===== src/sv/tcptg_pkg.sv =====
// shared types, widths and helpers for the two-channel pulse tone generator
// no dependencies; imported by the channel interfaces and the top level
`default_nettype none

package tcptg_pkg;

  localparam int STEP_W = 32;
  localparam int PER_W  = 16;
  localparam int VOL_W  = 9;
  localparam int LEN_W  = 24;
  localparam int SAMP_W = 17;
  localparam int BIT_W  = $clog2(STEP_W);

  localparam logic [VOL_W-1:0] VOL_ONE = VOL_W'(256);

  localparam logic OP_TICK = 1'b0;
  localparam logic OP_LOAD = 1'b1;

  typedef enum logic [1:0] {
    ST_IDLE,
    ST_DIV,
    ST_CMP,
    ST_WRITE
  } state_t;

  // volumes above 1.0 clamp to 1.0
  function automatic logic [VOL_W-1:0] sat_vol(input logic [VOL_W-1:0] v);
    return (v > VOL_ONE) ? VOL_ONE : v;
  endfunction

endpackage

`default_nettype wire


===== src/sv/tcptg_in_if.sv =====
// input channel: tick or note load items with valid/ready
// depends on tcptg_pkg for field widths
`default_nettype none

interface tcptg_in_if import tcptg_pkg::*; ();
  logic             valid;
  logic             ready;
  logic             op;
  logic             channel;
  logic [PER_W-1:0] period_samples;
  logic [PER_W-1:0] high_samples;
  logic [VOL_W-1:0] note_volume;
  logic [LEN_W-1:0] note_length;

  modport source (
    output valid, op, channel, period_samples, high_samples, note_volume, note_length,
    input  ready
  );
  modport sink (
    input  valid, op, channel, period_samples, high_samples, note_volume, note_length,
    output ready
  );
endinterface

`default_nettype wire


===== src/sv/tcptg_out_if.sv =====
// result channel: one stereo sample pair per tick with valid/ready
// depends on tcptg_pkg for field widths
`default_nettype none

interface tcptg_out_if import tcptg_pkg::*; ();
  logic              valid;
  logic              ready;
  logic [SAMP_W-1:0] left_sample;
  logic [SAMP_W-1:0] right_sample;

  modport source (
    output valid, left_sample, right_sample,
    input  ready
  );
  modport sink (
    input  valid, left_sample, right_sample,
    output ready
  );
endinterface

`default_nettype wire


===== src/sv/tcptg_cfg_if.sv =====
// configuration write channel carrying the master volume
// depends on tcptg_pkg for the volume width
`default_nettype none

interface tcptg_cfg_if import tcptg_pkg::*; ();
  logic             valid;
  logic             ready;
  logic [VOL_W-1:0] master_volume;

  modport source (
    output valid, master_volume,
    input  ready
  );
  modport sink (
    input  valid, master_volume,
    output ready
  );
endinterface

`default_nettype wire


===== src/sv/two_channel_pulse_tone_generator.sv =====
// top level: two pulse channels with length counters and a shared modulo unit
// depends on tcptg_pkg and the tcptg_in_if, tcptg_out_if, tcptg_cfg_if interfaces
`default_nettype none

// A load item updates one channel and gives no result. A tick item holds the block busy:
// after the accept cycle, each channel in turn goes through the one shared 16-bit
// restoring remainder unit in ST_DIV (one bit of the sample step per cycle), then is
// compared against the duty length and scaled by the volumes in ST_CMP;
// then ST_WRITE loads the output register, which is held off
// for as long as the previous pair is still waiting there. The stereo pair sits in
// that output register until transferred, so a following load is taken and a
// following tick runs its arithmetic while the previous pair waits. Master volume
// writes are taken at any cycle; volumes above 1.0 are clamped when written.
module two_channel_pulse_tone_generator import tcptg_pkg::*; (
  input  wire          clk,
  input  wire          rst_n,
  tcptg_in_if.sink     in_ch,
  tcptg_out_if.source  out_ch,
  tcptg_cfg_if.sink    cfg_ch
);

  state_t            state_r, state_nxt;
  logic [STEP_W-1:0] step_r, step_nxt;
  logic [PER_W-1:0]  per_r    [2];
  logic [PER_W-1:0]  per_nxt  [2];
  logic [PER_W-1:0]  high_r   [2];
  logic [PER_W-1:0]  high_nxt [2];
  logic [VOL_W-1:0]  vol_r    [2];
  logic [VOL_W-1:0]  vol_nxt  [2];
  logic [LEN_W-1:0]  len_r    [2];
  logic [LEN_W-1:0]  len_nxt  [2];
  logic [VOL_W-1:0]  master_r, master_nxt;

  logic [PER_W-1:0]  rem_r, rem_nxt;
  logic [BIT_W-1:0]  bit_r, bit_nxt;
  logic              ch_r, ch_nxt;
  logic [SAMP_W-1:0] samp_r   [2];
  logic [SAMP_W-1:0] samp_nxt [2];

  logic              out_valid_r, out_valid_nxt;
  logic [SAMP_W-1:0] out_left_r, out_left_nxt;
  logic [SAMP_W-1:0] out_right_r, out_right_nxt;

  logic [PER_W-1:0]   cur_per;
  logic [PER_W:0]     trial;
  logic [PER_W:0]     diff;
  logic               fits;
  logic [2*VOL_W-1:0] prod;

  assign in_ch.ready         = (state_r == ST_IDLE);
  assign cfg_ch.ready        = 1'b1;
  assign out_ch.valid        = out_valid_r;
  assign out_ch.left_sample  = out_left_r;
  assign out_ch.right_sample = out_right_r;

  // shared remainder unit: shift in one step bit, subtract the cycle length if it fits
  assign cur_per = per_r[ch_r];
  assign trial   = {rem_r, step_r[bit_r]};
  assign diff    = trial - {1'b0, cur_per};
  assign fits    = (trial >= {1'b0, cur_per});
  assign prod    = vol_r[ch_r] * master_r;

  always_comb begin
    state_nxt     = state_r;
    step_nxt      = step_r;
    per_nxt       = per_r;
    high_nxt      = high_r;
    vol_nxt       = vol_r;
    len_nxt       = len_r;
    master_nxt    = master_r;
    rem_nxt       = rem_r;
    bit_nxt       = bit_r;
    ch_nxt        = ch_r;
    samp_nxt      = samp_r;
    out_valid_nxt = out_valid_r;
    out_left_nxt  = out_left_r;
    out_right_nxt = out_right_r;

    if (cfg_ch.valid) begin
      master_nxt = sat_vol(cfg_ch.master_volume);
    end

    if (out_valid_r && out_ch.ready) begin
      out_valid_nxt = 1'b0;
    end

    unique case (state_r)
      ST_IDLE: begin
        if (in_ch.valid) begin
          if (in_ch.op == OP_LOAD) begin
            per_nxt[in_ch.channel]  = in_ch.period_samples;
            high_nxt[in_ch.channel] = in_ch.high_samples;
            vol_nxt[in_ch.channel]  = sat_vol(in_ch.note_volume);
            len_nxt[in_ch.channel]  = in_ch.note_length;
          end else begin
            step_nxt = step_r + 1'b1;
            for (int i = 0; i < 2; i++) begin
              // the tick that reaches zero is already silent
              if (len_r[i] <= LEN_W'(1)) begin
                len_nxt[i] = '0;
                vol_nxt[i] = '0;
              end else begin
                len_nxt[i] = len_r[i] - 1'b1;
              end
            end
            rem_nxt   = '0;
            bit_nxt   = BIT_W'(STEP_W - 1);
            ch_nxt    = 1'b0;
            state_nxt = ST_DIV;
          end
        end
      end
      ST_DIV: begin
        rem_nxt = fits ? diff[PER_W-1:0] : trial[PER_W-1:0];
        if (bit_r == '0) begin
          state_nxt = ST_CMP;
        end else begin
          bit_nxt = bit_r - 1'b1;
        end
      end
      ST_CMP: begin
        // a zero cycle length means silence
        if ((cur_per != '0) && (rem_r <= high_r[ch_r])) begin
          samp_nxt[ch_r] = prod[SAMP_W-1:0];
        end else begin
          samp_nxt[ch_r] = '0;
        end
        if (ch_r == 1'b0) begin
          ch_nxt    = 1'b1;
          rem_nxt   = '0;
          bit_nxt   = BIT_W'(STEP_W - 1);
          state_nxt = ST_DIV;
        end else begin
          state_nxt = ST_WRITE;
        end
      end
      ST_WRITE: begin
        if (!out_valid_r || out_ch.ready) begin
          out_valid_nxt = 1'b1;
          out_left_nxt  = samp_r[0];
          out_right_nxt = samp_r[1];
          state_nxt     = ST_IDLE;
        end
      end
      default: begin
        state_nxt = ST_IDLE;
      end
    endcase
  end

  always_ff @(posedge clk) begin
    if (!rst_n) begin
      state_r     <= ST_IDLE;
      step_r      <= '0;
      per_r       <= '{default: '0};
      high_r      <= '{default: '0};
      vol_r       <= '{default: '0};
      len_r       <= '{default: '0};
      master_r    <= '0;
      out_valid_r <= 1'b0;
    end else begin
      state_r     <= state_nxt;
      step_r      <= step_nxt;
      per_r       <= per_nxt;
      high_r      <= high_nxt;
      vol_r       <= vol_nxt;
      len_r       <= len_nxt;
      master_r    <= master_nxt;
      out_valid_r <= out_valid_nxt;
    end
  end

  always_ff @(posedge clk) begin
    rem_r       <= rem_nxt;
    bit_r       <= bit_nxt;
    ch_r        <= ch_nxt;
    samp_r      <= samp_nxt;
    out_left_r  <= out_left_nxt;
    out_right_r <= out_right_nxt;
  end

`ifndef NO_ASSERTIONS
  // an accepted tick always starts the remainder sequence
  assert property (@(posedge clk) disable iff (!rst_n)
    in_ch.valid && in_ch.ready && (in_ch.op == OP_TICK) |=> state_r == ST_DIV)
    else $error("tick transfer did not start the remainder sequence");

  // clamped volumes keep every sample at or below 1.0
  assert property (@(posedge clk) disable iff (!rst_n)
    out_valid_r |-> (out_left_r <= SAMP_W'(65536)) && (out_right_r <= SAMP_W'(65536)))
    else $error("output sample above full scale");

  // a transferred pair is not shown again unless a new one is written
  assert property (@(posedge clk) disable iff (!rst_n)
    out_valid_r && out_ch.ready && (state_r != ST_WRITE) |=> !out_valid_r)
    else $error("output pair repeated after transfer");

  // remainder stays below a nonzero cycle length
  assert property (@(posedge clk) disable iff (!rst_n)
    (state_r == ST_CMP) && (cur_per != '0) |-> rem_r < cur_per)
    else $error("remainder not reduced below cycle length");
`endif

endmodule

`default_nettype wire


===== src/flat_wrapper.sv =====
// flat-port wrapper written by rule: the top's interface ports become plain ports
module two_channel_pulse_tone_generator_flat import tcptg_pkg::*;
  (clk, rst_n, in_ch_valid, in_ch_op, in_ch_channel, in_ch_period_samples, in_ch_high_samples, in_ch_note_volume, in_ch_note_length, in_ch_ready, out_ch_valid, out_ch_left_sample, out_ch_right_sample, out_ch_ready, cfg_ch_valid, cfg_ch_master_volume, cfg_ch_ready);
  tcptg_in_if in_ch_i ();
  tcptg_out_if out_ch_i ();
  tcptg_cfg_if cfg_ch_i ();
  input  wire clk;
  input  wire rst_n;
  input wire logic [$bits(in_ch_i.valid)-1:0] in_ch_valid;
  input wire logic [$bits(in_ch_i.op)-1:0] in_ch_op;
  input wire logic [$bits(in_ch_i.channel)-1:0] in_ch_channel;
  input wire logic [$bits(in_ch_i.period_samples)-1:0] in_ch_period_samples;
  input wire logic [$bits(in_ch_i.high_samples)-1:0] in_ch_high_samples;
  input wire logic [$bits(in_ch_i.note_volume)-1:0] in_ch_note_volume;
  input wire logic [$bits(in_ch_i.note_length)-1:0] in_ch_note_length;
  output wire logic [$bits(in_ch_i.ready)-1:0] in_ch_ready;
  output wire logic [$bits(out_ch_i.valid)-1:0] out_ch_valid;
  output wire logic [$bits(out_ch_i.left_sample)-1:0] out_ch_left_sample;
  output wire logic [$bits(out_ch_i.right_sample)-1:0] out_ch_right_sample;
  input wire logic [$bits(out_ch_i.ready)-1:0] out_ch_ready;
  input wire logic [$bits(cfg_ch_i.valid)-1:0] cfg_ch_valid;
  input wire logic [$bits(cfg_ch_i.master_volume)-1:0] cfg_ch_master_volume;
  output wire logic [$bits(cfg_ch_i.ready)-1:0] cfg_ch_ready;
  assign in_ch_i.valid = in_ch_valid;
  assign in_ch_i.op = in_ch_op;
  assign in_ch_i.channel = in_ch_channel;
  assign in_ch_i.period_samples = in_ch_period_samples;
  assign in_ch_i.high_samples = in_ch_high_samples;
  assign in_ch_i.note_volume = in_ch_note_volume;
  assign in_ch_i.note_length = in_ch_note_length;
  assign in_ch_ready = in_ch_i.ready;
  assign out_ch_valid = out_ch_i.valid;
  assign out_ch_left_sample = out_ch_i.left_sample;
  assign out_ch_right_sample = out_ch_i.right_sample;
  assign out_ch_i.ready = out_ch_ready;
  assign cfg_ch_i.valid = cfg_ch_valid;
  assign cfg_ch_i.master_volume = cfg_ch_master_volume;
  assign cfg_ch_ready = cfg_ch_i.ready;
  two_channel_pulse_tone_generator u_core (.clk(clk), .rst_n(rst_n), .in_ch(in_ch_i), .out_ch(out_ch_i), .cfg_ch(cfg_ch_i));
endmodule

===== config.mk =====
export PLATFORM = sky130hd
export DESIGN_NAME = two_channel_pulse_tone_generator_flat
export DESIGN_NICKNAME = d
export VERILOG_FILES = /design/src/sv/tcptg_pkg.sv /design/src/sv/tcptg_in_if.sv /design/src/sv/tcptg_out_if.sv /design/src/sv/tcptg_cfg_if.sv /design/src/sv/two_channel_pulse_tone_generator.sv /design/src/flat_wrapper.sv
export SDC_FILE = /design/constraint.sdc
export NUM_CORES = 1
export LEC_CHECK = 0
export ABC_AREA = 1
export BUFFER_PORTS_ARGS = -buffer_cell sky130_fd_sc_hd__buf_2
export CAP_MARGIN = 5
export CORE_MARGIN = 1.5
export CORE_UTILIZATION = 55
export CTS_CLUSTER_DIAMETER = 100
export DETAILED_ROUTE_END_ITERATION = 16
export PLACE_DENSITY = 0.75
export SYNTH_ARGS = -nofsm -noshare
export SYNTH_HDL_FRONTEND = slang
export SYNTH_SLANG_ARGS = --single-unit

===== constraint.sdc =====
create_clock -name clk -period 7.4 [get_ports clk]
set_clock_uncertainty 0.1 [all_clocks]
set_input_delay 0 -clock clk [delete_from_list [all_inputs] [get_ports clk]]
set_output_delay 0 -clock clk [all_outputs]
set_load 0.1 [all_outputs]

==> impl_results.html <==
<table>
<tr><th>Metric</th><th>Value</th></tr>
<tr><th colspan="2">Floorplanning</th></tr>
<tr><td>Top-level I/O count</td><td>118</td></tr>
<tr><td>Placeable Area</td><td>0.03147 sq mm</td></tr>
<tr><td>Starting density of the core</td><td>0.5572</td></tr>
<tr><td>FP Rows</td><td>65</td></tr>
<tr><td>Die extent in x</td><td>181.6 um</td></tr>
<tr><td>Die height</td><td>181.6 um</td></tr>
<tr><td>Area of the die</td><td>0.03297 sq mm</td></tr>
<tr><th colspan="2">Worst setup path</th></tr>
<tr><td>Number of logic stages on the critical path including buffering</td><td>21</td></tr>
<tr><td>Required time reported for the critical path endpoint</td><td>7.64 ns</td></tr>
<tr><td>Highest net fanout along the worst path</td><td>21</td></tr>
<tr><td>CP endpoint kind</td><td>register</td></tr>
<tr><td>Worst path slowest cell</td><td>sky130_fd_sc_hd__edfxtp_1</td></tr>
<tr><td>CP Cell Sequence</td><td>inv_1 -&gt; or2_2 -&gt; o21ai_0 -&gt; inv_1 -&gt; nand2_1 -&gt; fa_1 -&gt; fa_1 -&gt; inv_1 -&gt; fa_1 -&gt; inv_1 -&gt; fa_1 -&gt; inv_1 -&gt; ha_1 -&gt; nand2_1 -&gt; nor2_1 -&gt; and2_1 -&gt; nor2_1 -&gt; xor2_1 -&gt; nor2_1 -&gt; nand2_1 -&gt; nand2_1</td></tr>
<tr><td>Logic depth of the worst register-to-register path</td><td>21</td></tr>
<tr><td>Termination of the worst setup path</td><td>u_core.samp_r[10]</td></tr>
<tr><td>Buf/Inv on CP</td><td>5</td></tr>
<tr><td>R2r endpoint</td><td>u_core.samp_r[10]</td></tr>
<tr><td>Startpoint of the worst-slack reg-to-reg timing path</td><td>u_core.ch_r</td></tr>
<tr><td>Kind of cell adding the most delay to the critical path</td><td>adder cells</td></tr>
<tr><td>Origin of the worst setup path</td><td>u_core.ch_r</td></tr>
<tr><td>Setup slack of the worst register-to-register path</td><td>1.43 ns</td></tr>
<tr><td>Type of element launching the critical path</td><td>register</td></tr>
<tr><td>Cell type with the highest occurrence count on the critical path</td><td>sky130_fd_sc_hd__inv_1</td></tr>
<tr><td>CP max stage delay</td><td>0.58 ns</td></tr>
<tr><td>Type of the setup path with the least slack</td><td>reg -&gt; reg</td></tr>
<tr><td>Worst endpoint data arrival time</td><td>6.21 ns</td></tr>
<tr><th colspan="2">Clock tree</th></tr>
<tr><td>Level count of the clock H-tree</td><td>1</td></tr>
<tr><td>Worst-skew pair later-pin latency</td><td>0.59 ns</td></tr>
<tr><td>Clock net sink count</td><td>264</td></tr>
<tr><td>TritonCTS clock tree</td><td>done</td></tr>
<tr><td>Clock buffer depth</td><td>3</td></tr>
<tr><td>Number of gates resized after CTS</td><td>0</td></tr>
<tr><td>Cell at the root of the clock tree</td><td>sky130_fd_sc_hd__clkbuf_16</td></tr>
<tr><td>Clock-pin slew reported for the worst setup and hold paths after clock tree synthesis</td><td>0.07 ns</td></tr>
<tr><td>Number of CTS-inserted buffers</td><td>30</td></tr>
<tr><th colspan="2">Placed design</th></tr>
<tr><td>Placer's final routability congestion estimate</td><td>0.9578</td></tr>
<tr><td>Sum of net half-perimeters after detailed placement</td><td>35340 um</td></tr>
<tr><td>DP Worst Slack</td><td>1.473 ns</td></tr>
<tr><td>Count of buffers inserted at the top-level ports</td><td>116</td></tr>
<tr><th colspan="2">Min path</th></tr>
<tr><td>Hold/Removal Path Class</td><td>in -&gt; reg</td></tr>
<tr><td>Hold path cells</td><td>4</td></tr>
<tr><th colspan="2">GRT</th></tr>
<tr><td>GRT Resource Usage Total</td><td>0.3047</td></tr>
<tr><td>Via count of the first global-routing pass</td><td>16400</td></tr>
<tr><td>Wire length of the first global-routing pass</td><td>81700 um</td></tr>
<tr><td>Number of antenna violations at the first check in global routing</td><td>0</td></tr>
<tr><td>Pin count of the biggest net entering global routing</td><td>84</td></tr>
<tr><td>Grt total ovfl</td><td>0</td></tr>
<tr><th colspan="2">Cells and area</th></tr>
<tr><td>Fraction of final layout cells with drive strength greater than 1</td><td>0.08135</td></tr>
<tr><td>Utilization of the core after routing</td><td>0.6501</td></tr>
<tr><td>Most common cell after layout, fill and taps aside</td><td>sky130_fd_sc_hd__nand2_1</td></tr>
<tr><td>Synth-to-layout area growth</td><td>16.67%</td></tr>
<tr><td>Number of diodes added for antenna fixing</td><td>0</td></tr>
<tr><td>Net count, final</td><td>2910</td></tr>
<tr><td>Fill cell count</td><td>2783</td></tr>
<tr><td>Commonest cells after routing, fill and taps aside</td><td>sky130_fd_sc_hd__nand2_1, sky130_fd_sc_hd__nor2_1, sky130_fd_sc_hd__inv_1, sky130_fd_sc_hd__a21oi_1, sky130_fd_sc_hd__o21ai_0</td></tr>
<tr><th colspan="2">Routing</th></tr>
<tr><td>Routed vias</td><td>17060</td></tr>
<tr><td>Total iterations of the first detailed-routing run</td><td>5</td></tr>
<tr><td>Final Routed Wirelength</td><td>50290 um</td></tr>
<tr><td>Average routed wire per standard cell</td><td>16.06 um</td></tr>
<tr><td>Iter 0 DRT Violations</td><td>1348</td></tr>
<tr><td>Vias/cell</td><td>5.450</td></tr>
<tr><td>Antenna violation net count after detailed routing</td><td>0</td></tr>
<tr><td># DRC</td><td>0</td></tr>
<tr><th colspan="2">STA</th></tr>
<tr><td>Worst-Margin Slew</td><td>1.185 ns</td></tr>
<tr><td>Final worst slack</td><td>1.432 ns</td></tr>
<tr><td>Setup repair after global routing missed its margin</td><td>false</td></tr>
<tr><td>Hold violation total from the final report</td><td>0</td></tr>
<tr><td>Post-route worst hold slack</td><td>0.08833 ns</td></tr>
<tr><td>Setup TNS Final</td><td>0 ns</td></tr>
<tr><td>Minimum clock period</td><td>5.968 ns</td></tr>
<tr><td>Peak clock frequency supported by timing</td><td>0.1676 GHz</td></tr>
<tr><td>Worst relative slew slack</td><td>0.2091</td></tr>
<tr><td>Slew Limit Fails</td><td>0</td></tr>
<tr><td>Final critical-path share of the clock period</td><td>0.8065</td></tr>
<tr><td>Total setup violations reported at the end of the flow</td><td>0</td></tr>
<tr><th colspan="2">Logic synthesis</th></tr>
<tr><td>Post-synthesis cell area</td><td>0.01754 sq mm</td></tr>
<tr><td>Number of different library cells in the post-synthesis netlist</td><td>49</td></tr>
<tr><td>Async SR Flop Fraction</td><td>0</td></tr>
<tr><td>Synthesized instance count</td><td>2536</td></tr>
<tr><td>Top flip-flop cell by instance count after synthesis</td><td>sky130_fd_sc_hd__dfxtp_1</td></tr>
<tr><td>Net Count, Synth</td><td>2741</td></tr>
<tr><td>Number of enable flip-flop cells after synthesis</td><td>90</td></tr>
<tr><td>Post-synthesis area per instance</td><td>6.916 sq um</td></tr>
<tr><td>Flops &amp; latches, synth</td><td>264</td></tr>
<tr><td>Total of warnings raised by yosys</td><td>0</td></tr>
<tr><td>Proportion of synthesized chip area in sequential cells</td><td>0.3527</td></tr>
<tr><th colspan="2">Power</th></tr>
<tr><td>Worst supply voltage drop on vdd</td><td>0.1991 mV</td></tr>
<tr><td>Lkg Pwr</td><td>9.577 nW</td></tr>
<tr><td>Overall power</td><td>4.333 mW</td></tr>
<tr><td>Ratio of total power to cell area</td><td>211.8 mW/mm^2</td></tr>
<tr><th colspan="2">Run</th></tr>
<tr><td>Number of max-cap violations</td><td>0</td></tr>
<tr><th colspan="2">Run status</th></tr>
<tr><td>Status</td><td>finished, final reports clean</td></tr>
</table>
cell families after synthesis:
family | share of synthesized area
adders and majority gates | 0.1099
xor gates and xnor gates | 0.02497
and+or+nand+nor | 0.2942
DFF | 0.3527
AOI/OAI and AO/OA | 0.1213
other | 0.0002138
buffers and inverters | 0.09674
sequential cells by signal (all words and copies together) (netlist names), 9 cells and up:
register,count
u_core.len_r,48
u_core.samp_r,34
u_core.high_r,32
u_core.per_r,32
u_core.step_r,32
u_core.vol_r,18
u_core.out_ch.left_sample,17
u_core.out_ch.right_sample,17
u_core.rem_r,16
u_core.master_r,9
what timing repair did:
action / in CTS / in global routing
hold buffers: 101 / 0
buffers inserted: 0 / 0
hold endpoints to repair: 162 / 0
layout make-up:
| class | instances | area, sq um | share of cell area |
|---|---|---|---|
| timing repair buffer | 230 | 1689 | 0.08255 |
| tap | 402 | 503.0 | 0.02458 |
| inverter | 328 | 1234 | 0.06029 |
| clock buffer | 42 | 922.1 | 0.04507 |
| multi-input combinational | 1851 | 9666 | 0.4724 |
| sequential | 264 | 6186 | 0.3023 |
| clock inverter | 14 | 262.8 | 0.01284 |
worst min-delay path by stage:
| stage | from | to | slack (ns) |
|---|---|---|---|
| after floorplan | in_ch_high_samples[0] | u_core.high_r[16] | 0.03 |
| after detailed placement | in_ch_period_samples[15] | u_core.per_r[31] | 0.14 |
| final | in_ch_period_samples[14] | u_core.per_r[30] | 0.09 |
| after CTS | in_ch_period_samples[14] | u_core.per_r[30] | 0.06 |
| after global routing | in_ch_period_samples[14] | u_core.per_r[30] | 0.11 |
| after global placement | in_ch_period_samples[1] | u_core.per_r[17] | 0.14 |
per-stage QoR:
stage               area [sq um]  std cells
floorplan                  17540       2536
global placement           18270       2974
detailed placement         18270       2974
CTS                        20460       3131
global route               20460       3131
finish                     20460       3131
cells in the mapped netlist, types with 11 or more instances:
library cell | n | area [sq um]
sky130_fd_sc_hd__nand3_1 | 106 | 530.5
sky130_fd_sc_hd__nand2_2 | 11 | 68.82
sky130_fd_sc_hd__clkbuf_1 | 60 | 225.2
sky130_fd_sc_hd__o21ai_0 | 175 | 875.8
sky130_fd_sc_hd__nor2_1 | 424 | 1592
sky130_fd_sc_hd__xnor2_1 | 15 | 131.4
sky130_fd_sc_hd__ha_1 | 74 | 925.9
sky130_fd_sc_hd__dfxtp_1 | 174 | 3483
sky130_fd_sc_hd__nand3b_1 | 15 | 112.6
sky130_fd_sc_hd__fa_1 | 50 | 1001
sky130_fd_sc_hd__edfxtp_1 | 90 | 2703
sky130_fd_sc_hd__nand2_1 | 642 | 2410
sky130_fd_sc_hd__inv_1 | 322 | 1209
sky130_fd_sc_hd__nand4_1 | 21 | 131.4
sky130_fd_sc_hd__buf_2 | 17 | 85.08
sky130_fd_sc_hd__o21ai_1 | 16 | 80.08
sky130_fd_sc_hd__a21oi_1 | 188 | 940.9
sky130_fd_sc_hd__xor2_1 | 35 | 306.5
sky130_fd_sc_hd__or2_2 | 11 | 68.82
sky130_fd_sc_hd__nor3_1 | 21 | 105.1
worst min-delay path: stages:
cell and delay (ns):
sky130_fd_sc_hd__dlygate4sd3_1 0.52, sky130_fd_sc_hd__buf_2 0.11, sky130_fd_sc_hd__nor2_1 0.04, sky130_fd_sc_hd__nor2_1 0.08
routing by layer:
| metal | vias to the layer above | share of wire | track usage |
|---|---|---|---|
| met2 | 715 | 0.46 | 0.5125 |
| met4 | 0 | 0.037 | 0.1077 |
| met1 | 7827 | 0.43 | 0.4047 |
| met3 | 136 | 0.068 | 0.03791 |
| li1 | 8385 | - | - |
| met5 | - | 0 | 0 |
power breakdown:
part           total [mW]  internal [mW]  switching [mW]
clock network        1.74           1.09           0.650
logic               0.974          0.338           0.636
registers            1.62           1.57          0.0579
Power figures use the tool's default switching activity.
